[config.mk]
export PLATFORM = sky130hd
export DESIGN_NAME = nibble_bus_cycle_decoder
export DESIGN_NICKNAME = d
export VERILOG_FILES = /design/src/hw/rtl/nbcd_pkg.sv /design/src/hw/rtl/nbcd_in_stage.sv /design/src/hw/rtl/nbcd_core.sv /design/src/hw/rtl/nbcd_out_stage.sv /design/src/hw/rtl/nibble_bus_cycle_decoder.sv
export SDC_FILE = /design/constraint.sdc
export NUM_CORES = 1
export LEC_CHECK = 0
export ABC_CLOCK_PERIOD_IN_PS = 2840
export BUFFER_PORTS_ARGS = -buffer_cell sky130_fd_sc_hd__clkbuf_2
export CAP_MARGIN = 40
export CORE_MARGIN = 10
export CORE_UTILIZATION = 58
export CTS_BUF_LIST = sky130_fd_sc_hd__clkbuf_2 sky130_fd_sc_hd__clkbuf_4 sky130_fd_sc_hd__clkbuf_8
export CTS_CLUSTER_DIAMETER = 150
export CTS_CLUSTER_SIZE = 40
export DETAILED_ROUTE_END_ITERATION = 6
export GPL_TIMING_DRIVEN = 1
export PLACE_DENSITY = 0.81
export SLEW_MARGIN = 20
export SYNTH_ARGS = -nofsm -noshare
export SYNTH_HDL_FRONTEND = slang
export SYNTH_SLANG_ARGS = --single-unit
[constraint.sdc]
create_clock -name clk -period 2.84 [get_ports clk]
set_input_delay 0.568 -clock clk [delete_from_list [all_inputs] [get_ports clk]]
set_output_delay 0.568 -clock clk [all_outputs]
set_load 0.01 [all_outputs]
[src/hw/rtl/nbcd_pkg.sv]
package nbcd_pkg;

  localparam int unsigned PhaseW   = 3;
  localparam int unsigned NibbleW  = 4;
  localparam int unsigned AddrW    = 12;
  localparam int unsigned ByteW    = 8;
  localparam int unsigned KindW    = 3;

  localparam logic [PhaseW-1:0] PH_A1 = 3'd0;
  localparam logic [PhaseW-1:0] PH_A2 = 3'd1;
  localparam logic [PhaseW-1:0] PH_A3 = 3'd2;
  localparam logic [PhaseW-1:0] PH_M1 = 3'd3;
  localparam logic [PhaseW-1:0] PH_M2 = 3'd4;
  localparam logic [PhaseW-1:0] PH_X1 = 3'd5;
  localparam logic [PhaseW-1:0] PH_X2 = 3'd6;
  localparam logic [PhaseW-1:0] PH_X3 = 3'd7;

  localparam logic [KindW-1:0] KIND_NORMAL    = 3'd0;
  localparam logic [KindW-1:0] KIND_COND_JUMP = 3'd1;
  localparam logic [KindW-1:0] KIND_FETCH_IMM = 3'd2;
  localparam logic [KindW-1:0] KIND_JUMP      = 3'd3;
  localparam logic [KindW-1:0] KIND_CALL      = 3'd4;
  localparam logic [KindW-1:0] KIND_INC_SKIP  = 3'd5;

  localparam logic [NibbleW-1:0] OPC_COND_JUMP = 4'h1;
  localparam logic [NibbleW-1:0] OPC_FETCH_IMM = 4'h2;
  localparam logic [NibbleW-1:0] OPC_JUMP      = 4'h4;
  localparam logic [NibbleW-1:0] OPC_CALL      = 4'h5;
  localparam logic [NibbleW-1:0] OPC_INC_SKIP  = 4'h7;

  typedef struct packed {
    logic [NibbleW-1:0] bus_pins;
    logic               sync_level;
    logic               clock_order_ok;
  } in_beat_t;

  typedef struct packed {
    logic [PhaseW-1:0]  phase;
    logic [NibbleW-1:0] data_nibble;
    logic [AddrW-1:0]   instr_address;
    logic [ByteW-1:0]   instr_byte;
    logic [KindW-1:0]   pending_kind;
    logic [NibbleW-1:0] pending_operand;
    logic [NibbleW-1:0] nibble_at_x2;
    logic               cycle_done;
  } out_beat_t;

  typedef struct packed {
    logic step;
    logic produce;
  } step_ctl_t;

  function automatic logic [KindW-1:0] classify(input logic [ByteW-1:0] ib);
    logic [KindW-1:0] k;
    k = KIND_NORMAL;
    case (ib[ByteW-1:NibbleW])
      OPC_COND_JUMP: k = KIND_COND_JUMP;
      OPC_FETCH_IMM: k = ib[0] ? KIND_NORMAL : KIND_FETCH_IMM;
      OPC_JUMP:      k = KIND_JUMP;
      OPC_CALL:      k = KIND_CALL;
      OPC_INC_SKIP:  k = KIND_INC_SKIP;
      default:       k = KIND_NORMAL;
    endcase
    return k;
  endfunction

endpackage

[src/hw/rtl/nbcd_in_stage.sv]
module nbcd_in_stage (
  input  logic              clk,
  input  logic              rst_n,
  input  logic              in_valid,
  output logic              in_stall,
  input  nbcd_pkg::in_beat_t in_data,
  input  logic              advance,
  output logic              beat_valid,
  output nbcd_pkg::in_beat_t beat
);

  logic               valid_r;
  logic               valid_nxt;
  nbcd_pkg::in_beat_t beat_r;

  assign in_stall  = valid_r & ~advance;
  assign valid_nxt = in_stall ? valid_r : in_valid;

  always_ff @(posedge clk) begin
    if (!rst_n) begin
      valid_r <= 1'b0;
    end else begin
      valid_r <= valid_nxt;
    end
  end

  always_ff @(posedge clk) begin
    if (!in_stall && in_valid) begin
      beat_r <= in_data;
    end
  end

  assign beat_valid = valid_r;
  assign beat       = beat_r;

endmodule

[src/hw/rtl/nbcd_core.sv]
module nbcd_core (
  input  logic                clk,
  input  logic                rst_n,
  input  logic                step,
  input  nbcd_pkg::in_beat_t  beat,
  output nbcd_pkg::step_ctl_t ctl,
  output nbcd_pkg::out_beat_t result
);

  logic                             locked_r, locked_nxt;
  logic [nbcd_pkg::PhaseW-1:0]      phase_r, phase_nxt;
  logic [nbcd_pkg::AddrW-1:0]       addr_r, addr_nxt;
  logic [nbcd_pkg::ByteW-1:0]       instr_r, instr_nxt;
  logic [nbcd_pkg::KindW-1:0]       kind_r, kind_nxt;
  logic [nbcd_pkg::NibbleW-1:0]     oper_r, oper_nxt;
  logic [nbcd_pkg::NibbleW-1:0]     x2_r, x2_nxt;
  logic [nbcd_pkg::NibbleW-1:0]     bus;
  logic [nbcd_pkg::PhaseW-1:0]      next_ph;
  logic                             sync_on;
  logic                             produce;

  assign bus     = ~beat.bus_pins;
  assign sync_on = ~beat.sync_level;
  assign next_ph = phase_r + 3'd1;

  always_comb begin
    locked_nxt = locked_r;
    phase_nxt  = phase_r;
    addr_nxt   = addr_r;
    instr_nxt  = instr_r;
    kind_nxt   = kind_r;
    oper_nxt   = oper_r;
    x2_nxt     = x2_r;
    produce    = 1'b0;
    if (step) begin
      if (!locked_r) begin
        if (sync_on && beat.clock_order_ok) begin
          locked_nxt = 1'b1;
          phase_nxt  = nbcd_pkg::PH_X3;
          kind_nxt   = nbcd_pkg::KIND_NORMAL;
          oper_nxt   = '0;
        end
      end else if (!beat.clock_order_ok || ((phase_r == nbcd_pkg::PH_X2) != sync_on)) begin
        locked_nxt = 1'b0;
        kind_nxt   = nbcd_pkg::KIND_NORMAL;
        oper_nxt   = '0;
      end else begin
        produce   = 1'b1;
        phase_nxt = next_ph;
        case (next_ph)
          nbcd_pkg::PH_A1: begin
            oper_nxt = instr_r[nbcd_pkg::NibbleW-1:0];
            kind_nxt = (kind_r != nbcd_pkg::KIND_NORMAL) ? nbcd_pkg::KIND_NORMAL
                                                         : nbcd_pkg::classify(instr_r);
            addr_nxt = {addr_r[11:4], bus};
          end
          nbcd_pkg::PH_A2: addr_nxt  = {addr_r[11:8], bus, addr_r[3:0]};
          nbcd_pkg::PH_A3: addr_nxt  = {bus, addr_r[7:0]};
          nbcd_pkg::PH_M1: instr_nxt = {bus, instr_r[3:0]};
          nbcd_pkg::PH_M2: instr_nxt = {instr_r[7:4], bus};
          nbcd_pkg::PH_X2: x2_nxt    = bus;
          default: ;
        endcase
      end
    end
  end

  always_ff @(posedge clk) begin
    if (!rst_n) begin
      locked_r <= 1'b0;
      phase_r  <= nbcd_pkg::PH_A1;
      addr_r   <= '0;
      instr_r  <= '0;
      kind_r   <= nbcd_pkg::KIND_NORMAL;
      oper_r   <= '0;
      x2_r     <= '0;
    end else begin
      locked_r <= locked_nxt;
      phase_r  <= phase_nxt;
      addr_r   <= addr_nxt;
      instr_r  <= instr_nxt;
      kind_r   <= kind_nxt;
      oper_r   <= oper_nxt;
      x2_r     <= x2_nxt;
    end
  end

  assign ctl.step    = step;
  assign ctl.produce = produce;

  assign result.phase           = phase_nxt;
  assign result.data_nibble     = bus;
  assign result.instr_address   = addr_nxt;
  assign result.instr_byte      = instr_nxt;
  assign result.pending_kind    = kind_nxt;
  assign result.pending_operand = oper_nxt;
  assign result.nibble_at_x2    = x2_nxt;
  assign result.cycle_done      = (phase_nxt == nbcd_pkg::PH_X3);

endmodule

[src/hw/rtl/nbcd_out_stage.sv]
module nbcd_out_stage (
  input  logic                clk,
  input  logic                rst_n,
  input  nbcd_pkg::step_ctl_t ctl,
  input  nbcd_pkg::out_beat_t result,
  output logic                advance,
  output logic                out_valid,
  input  logic                out_stall,
  output nbcd_pkg::out_beat_t out_data
);

  logic                valid_r;
  logic                valid_nxt;
  nbcd_pkg::out_beat_t data_r;

  assign advance   = ~valid_r | ~out_stall;
  assign valid_nxt = advance ? (ctl.step & ctl.produce) : valid_r;

  always_ff @(posedge clk) begin
    if (!rst_n) begin
      valid_r <= 1'b0;
    end else begin
      valid_r <= valid_nxt;
    end
  end

  always_ff @(posedge clk) begin
    if (advance && ctl.produce) begin
      data_r <= result;
    end
  end

  assign out_valid = valid_r;
  assign out_data  = data_r;

endmodule

[src/hw/rtl/nibble_bus_cycle_decoder.sv]
// Decodes a four-bit multiplexed bus, one bus-phase sample per input beat.
// Input channel: in_valid, in_stall and in_data carrying the raw active-low
// data pins, the raw sync level and the clock-order flag of one phase.
// Result channel: out_valid, out_stall and out_data carrying the phase, the
// inverted nibble, the assembled address and instruction byte, the pending
// two-word kind and operand, the nibble seen in X2 and the cycle-done flag.
// Samples taken while searching for sync, and samples dropped on a clock-order
// error or a misplaced sync, produce no result beat.
// A beat accepted into the input register passes through the phase logic, is
// loaded into the result register and is offered from there until taken.
// Throughput is one beat per cycle while out_stall is low, set by one pass
// from the input register through the phase logic into the result register.
// When the receiver stalls, the result register holds its beat, the input
// register holds the next one, and in_stall rises only once both are full.
// Reset clears the lock, the phase, the assembled registers and both valid
// flags; the block then looks for the next asserted sync.
module nibble_bus_cycle_decoder (
  input  logic                clk,
  input  logic                rst_n,
  input  logic                in_valid,
  output logic                in_stall,
  input  nbcd_pkg::in_beat_t  in_data,
  output logic                out_valid,
  input  logic                out_stall,
  output nbcd_pkg::out_beat_t out_data
);

  logic                beat_valid;
  logic                advance;
  nbcd_pkg::in_beat_t  beat;
  nbcd_pkg::step_ctl_t ctl;
  nbcd_pkg::out_beat_t result;

  nbcd_in_stage u_in (
    .clk       (clk),
    .rst_n     (rst_n),
    .in_valid  (in_valid),
    .in_stall  (in_stall),
    .in_data   (in_data),
    .advance   (advance),
    .beat_valid(beat_valid),
    .beat      (beat)
  );

  nbcd_core u_core (
    .clk   (clk),
    .rst_n (rst_n),
    .step  (beat_valid & advance),
    .beat  (beat),
    .ctl   (ctl),
    .result(result)
  );

  nbcd_out_stage u_out (
    .clk      (clk),
    .rst_n    (rst_n),
    .ctl      (ctl),
    .result   (result),
    .advance  (advance),
    .out_valid(out_valid),
    .out_stall(out_stall),
    .out_data (out_data)
  );

endmodule

# Word level (Yosys, flattened, before mapping)
# Index checks and enable logic that the tools add are counted.
[word_totals]
inputBits = 10
wordCells = 85
out_inout_bits = 41
ff_bits = 82
[op_classes]
n_reduce_logical = 8
n_eq_ne = 13
addsub = 1
bitwise = 9
n_mux = 34
[ops]
columns = ["op", "count"]
rows = [
  ["12-bit two-way mux", 3],
  ["4-bit two-way mux", 9],
  ["12-bit case mux with 3 select lines", 1],
  ["3-bit two-way mux", 10],
  ["8-bit two-way mux", 3],
  ["8-bit case mux with 2 select lines", 1],
  ["3-bit case mux with 5 select lines", 1],
  ["3-bit == test (second input constant)", 4],
  ["4-bit by 3-bit == test with 1-bit output (second input constant)", 3],
  ["3-bit by 2-bit == test with 1-bit output (second input constant)", 2],
  ["1-bit two-way mux", 5],
  ["4-bit by 1-bit == test with 1-bit output (second input constant)", 1],
  ["4-bit by 2-bit == test with 1-bit output (second input constant)", 1],
  ["1-bit NOT", 4],
  ["4-bit NOT", 1],
  ["3-bit by 1-bit adder with 3-bit output (second input constant)", 1],
  ["1-bit AND", 3],
  ["3-bit by 1-bit == test with 1-bit output (second input constant)", 1],
  ["1-bit logical AND", 3],
  ["3-bit logical NOT", 1],
  ["3-bit nonzero test", 1],
  ["1-bit logical NOT", 2],
  ["2-bit two-way mux", 1],
  ["1-bit logical OR", 1],
  ["other kinds (2)", 2],
]

# Logic depth before layout (Yosys ltp)
[depth]
ltp_word = 7
mapped_depth = 8
mapped_depth_nobuf = 7

# Modules after synthesis
# Synthesis repeated with hierarchy kept, for this count alone.
[unflattened]
cells_unflattened = 257
hier_area_um2 = 3274.4
[modules_own_cells]
columns = ["module", "seq_area_each_um2", "area_each_um2", "cells_each", "instances"]
rows = [
  ["nbcd_core", 700.7, 1825.5, 202, 1],
  ["nbcd_out_stage", 1191.1, 1214.9, 44, 1],
  ["nbcd_in_stage", 200.2, 227.7, 10, 1],
  ["nibble_bus_cycle_decoder", 0.0, 6.3, 1, 1],
]

# Least setup slack after synthesis
# OpenSTA, ideal clock, no wires.
[synth_path]
path_type = "register to register"
start = "register u_core.phase_r[0] (netlist bit)"
end = "register u_core.instr_r[0] (netlist bit)"
period_less_slack_ps = 2426
arrival_time_ps = 2335
path_slack_ps = 414
setup_time_ps = 91
t_required_ps = 2749
n_path_buf = 1
stages_incl_launch_ff = 9
cell_sequence = "dfxtp_1 inv_1 ha_1 a21boi_2 o211ai_4 inv_1 buf_2 a31oi_1 a311oi_1"
[synth_via]
elab_chain_cells = 6
elab_cells_between_ends = 10
cone_classes = "add/sub: 1; eq/ne: 4; mux: 4; reduce/logical: 1"
[synth_lines]
columns = ["element", "line", "text"]
rows = [
  ["from (decl)", "nbcd_core.sv:11", "logic [nbcd_pkg::PhaseW-1:0] phase_r, phase_nxt;"],
  ["from (signal assigned)", "nbcd_core.sv:71", "phase_r <= nbcd_pkg::PH_A1;"],
  ["from (signal assigned)", "nbcd_core.sv:79", "phase_r <= phase_nxt;"],
  ["3-bit by 1-bit adder with 3-bit output / 3-bit == test (equally long branches)", "nbcd_core.sv:24, nbcd_core.sv:43", ""],
  ["3-bit == test, or another cell as far along", "nbcd_core.sv:50", "case (next_ph)"],
  ["8-bit case mux with 2 select lines / 1-bit logical OR (equally long branches)", "nbcd_core.sv:50, nbcd_core.sv:43", ""],
  ["8-bit two-way mux *", "nbcd_core.sv:43", "end else if (!beat.clock_order_ok || ((phase_r == nbcd_pkg::PH_X2) != sync_on)) begin"],
  ["8-bit two-way mux *", "nbcd_core.sv:36", "if (!locked_r) begin"],
  ["8-bit two-way mux *", "nbcd_core.sv:35", "if (step) begin"],
  ["to (signal assigned)", "nbcd_core.sv:81", "instr_r <= instr_nxt;"],
  ["to (decl)", "nbcd_core.sv:13", "logic [nbcd_pkg::ByteW-1:0] instr_r, instr_nxt;"],
]
# Every way passes the cells marked *; elsewhere a longest branch is shown, timed or not.
# A chain may end at the register's enable or synchronous reset.

==> impl_metrics.py <==
metrics = {
    "sta": {
        "clock.fmax_mhz": 390,
        "grt_setup_unrepaired": "no",
        "fin_crit_ns": 2.57,
        "period_share_pct": 90.3,
        "drv_slew": 0,
        "worstMarginPinSlew_ns": 0.716,
        "slew-limit-headroom_pct": 51.9,
        "setup-tns-final_ns": 0,
        "setup_viol": 0,
        "skew_ns": 0.00452,
        "hold_violations": 0,
    },
    "synth": {
        "netlist_top_cells_area": "edfxtp_1 (39%), dfxtp_1 (21%), a32o_1 (4.1%), a22o_1 (3.0%), a21oi_1 (2.2%)",
        "synth_top_family_by_area": "compound AO/OA/AOI/OAI gates",
        "synth_commonest_cells": "edfxtp_1 (45), dfxtp_1 (37), nand2_1 (19)",
        "synth_edf_count": 45,
        "async_flop_share_pct": 0,
        "ys_seq_area_share_pct": 60.7,
        "synth_compound_area_share_pct": 21.6,
        "ys_ff_latch": 82,
        "ys.flop_type": "edfxtp_1",
        "yosysMostFrequentCell": "edfxtp_1",
        "synthAdderAreaFrac_pct": 1.81,
        "synth_fp_nets": 298,
        "yosysTopAreaCell": "edfxtp_1",
        "synth_cell_types": 50,
        "synth_xor_area_share_pct": 0.726,
        "yosys_warnings": 0,
        "syn_area_per_cell_um2": 12.2,
        "netlist_area_mm2": 0.00345,
        "synthSimpleGateAreaFrac_pct": 9.33,
        "synth.area.mux_share_pct": 1.78,
        "netlist.area_leader.share_pct": 39.2,
        "netlist_instances": 283,
    },
    "cts": {
        "clk_pin_slew_ns": 0.08,
        "clock_path_buffers": 2,
        "cts_sinks": 82,
        "clock_latency_ns": 0.35,
        "htreeDepth": 3,
        "cts-root-buf": "clkbuf_8",
        "cts_tree": "yes",
        "cts_made_buffers": 9,
        "postCtsHoldBufs": 0,
    },
    "critical_path": {
        "worstPathArrival_ns": 2.68,
        "timing.rr.start": "u_core.phase_r[0]",
        "critPathKind": "register to register",
        "endpoint_kind": "register",
        "crit_fanout": 37,
        "reg2reg_depth": 9,
        "cp-start-kind": "register",
        "rr_endpoint": "u_out.out_data[25]",
        "critical_path_required_ns": 2.95,
        "reg2reg_setup_slack_ns": 0.27,
    },
    "routing": {
        "vias": 2606,
        "drc": 0,
        "wl_per_cell_um": 18.7,
        "routed_wirelength_um": 7860,
        "first_pass_iters": 5,
        "ant_nets": 0,
        "first_iter_violations": 263,
        "viasPerCell": 6.20,
    },
    "die": {
        "core_area_mm2": 0.00585,
        "die_w_um": 97.1,
        "io_pins": 51,
        "die-area_mm2": 0.00943,
        "initial_core_util_pct": 58.9,
        "die_h_um": 97.1,
        "rows": 28,
    },
    "grt": {
        "grt_pass1_wl_um": 13000,
        "grt-ovfl-total": 0,
        "grt_use_total_pct": 16.8,
        "grt_max_degree": 38,
        "first_global_vias": 2582,
        "antenna_found_initial": 0,
    },
    "finish": {
        "stdcell_area_mm2": 0.00397,
        "diodes": 0,
        "fin_util_pct": 67.9,
        "instances_no_fill": 420,
        "drive_above_1_share_pct": 26.1,
        "syn2layout_area_growth_pct": 15.2,
        "layout.nets": 355,
    },
    "power_and_ir_drop": {
        "ir_drop_mv": 0.375,
        "leakagePower_uw": 0.00150,
        "powerDensity_mw_per_mm2": 553,
    },
    "placement": {
        "dpl.cell_count": 403,
        "port_buffers": 50,
        "dpl-instance-area_mm2": 0.00376,
        "gp_congestion": 0.860,
        "place_hpwl_um": 5490,
    },
    "outcome": {
        "status": "complete, no violations",
    },
    "min_path": {
        "hold-path-cell-count": 1,
        "holdPathEnd": "u_in.beat[0]",
        "min-delay-start": "in_data[0]",
        "min_path_type": "input pin to register",
    },
    "flow_run": {
        "maxCapViolCount": 0,
    },
}
-- timing repair --
item / in CTS / in global routing
buffers inserted: 0 / 1
endpoints found under the setup margin: 0 / 8
gates resized for setup: 0 / 1
-- flip-flops by register name (all words and copies together), names as in the netlist --
| name | count |
|---|---|
| u_core.instr_r | 8 |
| u_in.beat_valid | 1 |
| u_core.kind_r | 3 |
| u_out.out_data | 39 |
| u_out.out_valid | 1 |
| u_core.oper_r | 4 |
| u_in.beat | 6 |
| u_core.locked_r | 1 |
| u_core.phase_r | 3 |
| u_core.x2_r | 4 |
| u_core.addr_r | 12 |
-- layout by cell type (no fill, tap or decap), types with 4 or more instances in the layout --
cell | Yosys | final
clkbuf_8 | 0 | 9
nand2_1 | 19 | 19
a211oi_1 | 7 | 7
dfxtp_1 | 37 | 37
o22ai_1 | 6 | 6
a22o_2 | 4 | 4
ha_1 | 5 | 5
o21ai_0 | 13 | 13
a22o_1 | 12 | 12
nand3_1 | 7 | 7
a32o_1 | 14 | 14
inv_1 | 14 | 13
a31oi_1 | 8 | 8
mux2i_1 | 5 | 5
nor2_1 | 15 | 15
buf_4 | 1 | 7
edfxtp_1 | 45 | 45
a311oi_1 | 4 | 4
a21oi_1 | 15 | 15
nand2b_1 | 4 | 4
clkbuf_2 | 0 | 50
-- critical path: stages, from the launching register on --
cell and delay, ns:
dfxtp_1 0.50, inv_1 0.13, ha_1 0.28, a21boi_2 0.26, o211ai_4 0.17, clkinv_1 0.13, buf_6 0.32, nand4_1 0.15
buf_4 0.19, a22o_1 0.19
-- layer usage --
metal | global-route usage (%) | share of wire, %
met2 | 26.1 | 47
met3 | 6.33 | 8.1
met1 | 20.5 | 43
met4 | 6.70 | 2.0
met5 | 0 | 0
-- power breakdown --
part | total (uW) | internal [uW] | switching [uW]
Sequential | 1280 | 1250 | 23.1
Combinational | 96.4 | 34.1 | 62.3
Clock | 822 | 404 | 418
Total | 2200 | 1690 | 503
-- worst max path at each step --
stage                 startpoint            endpoint  depth (start not counted)
3_5_place_dp   u_core.phase_r[0]  u_out.out_data[26]                          8
2_1_floorplan  u_core.phase_r[0]   u_core.instr_r[0]                          8
4_1_cts        u_core.phase_r[0]  u_out.out_data[26]                          8
5_1_grt        u_core.phase_r[0]   u_core.instr_r[7]                          8
3_3_place_gp   u_core.phase_r[0]  u_out.out_data[26]                          8
6_report       u_core.phase_r[0]  u_out.out_data[25]                          9
-- area by class of cell --
class / count / area, um2
clock buffer: 9 / 124
clock inverter: 7 / 70.1
fill: 435 / 1880
inverter: 15 / 56.3
multi-input combinational: 173 / 1210
sequential: 82 / 2090
tap: 75 / 93.8
timing repair buffer: 59 / 319
-- metrics by stage --
step	hold slack [ns]	power, uW	setup slack [ns]
6_report	0.387	2200	0.275
5_1_grt	0.364	2270	0.118
4_1_cts	0.370	2200	0.0392
3_5_place_dp	0.453	1400	0.0685
3_3_place_gp	0.442	1390	0.219
2_1_floorplan	0.435	1360	0.414
-- kinds of logic (layout without fill, tap and decap cells) --
group / count (synthesis) / in the layout
buffers and inverters: 28 / 90
multiplexers: 6 / 6
XOR/XNOR: 2 / 2
AO/OA/AOI/OAI: 96 / 96
AND/OR/NAND/NOR: 64 / 64
flip-flops: 82 / 82
adder cells (fa/ha/maj): 5 / 5
(Power assumes the default switching activity.)
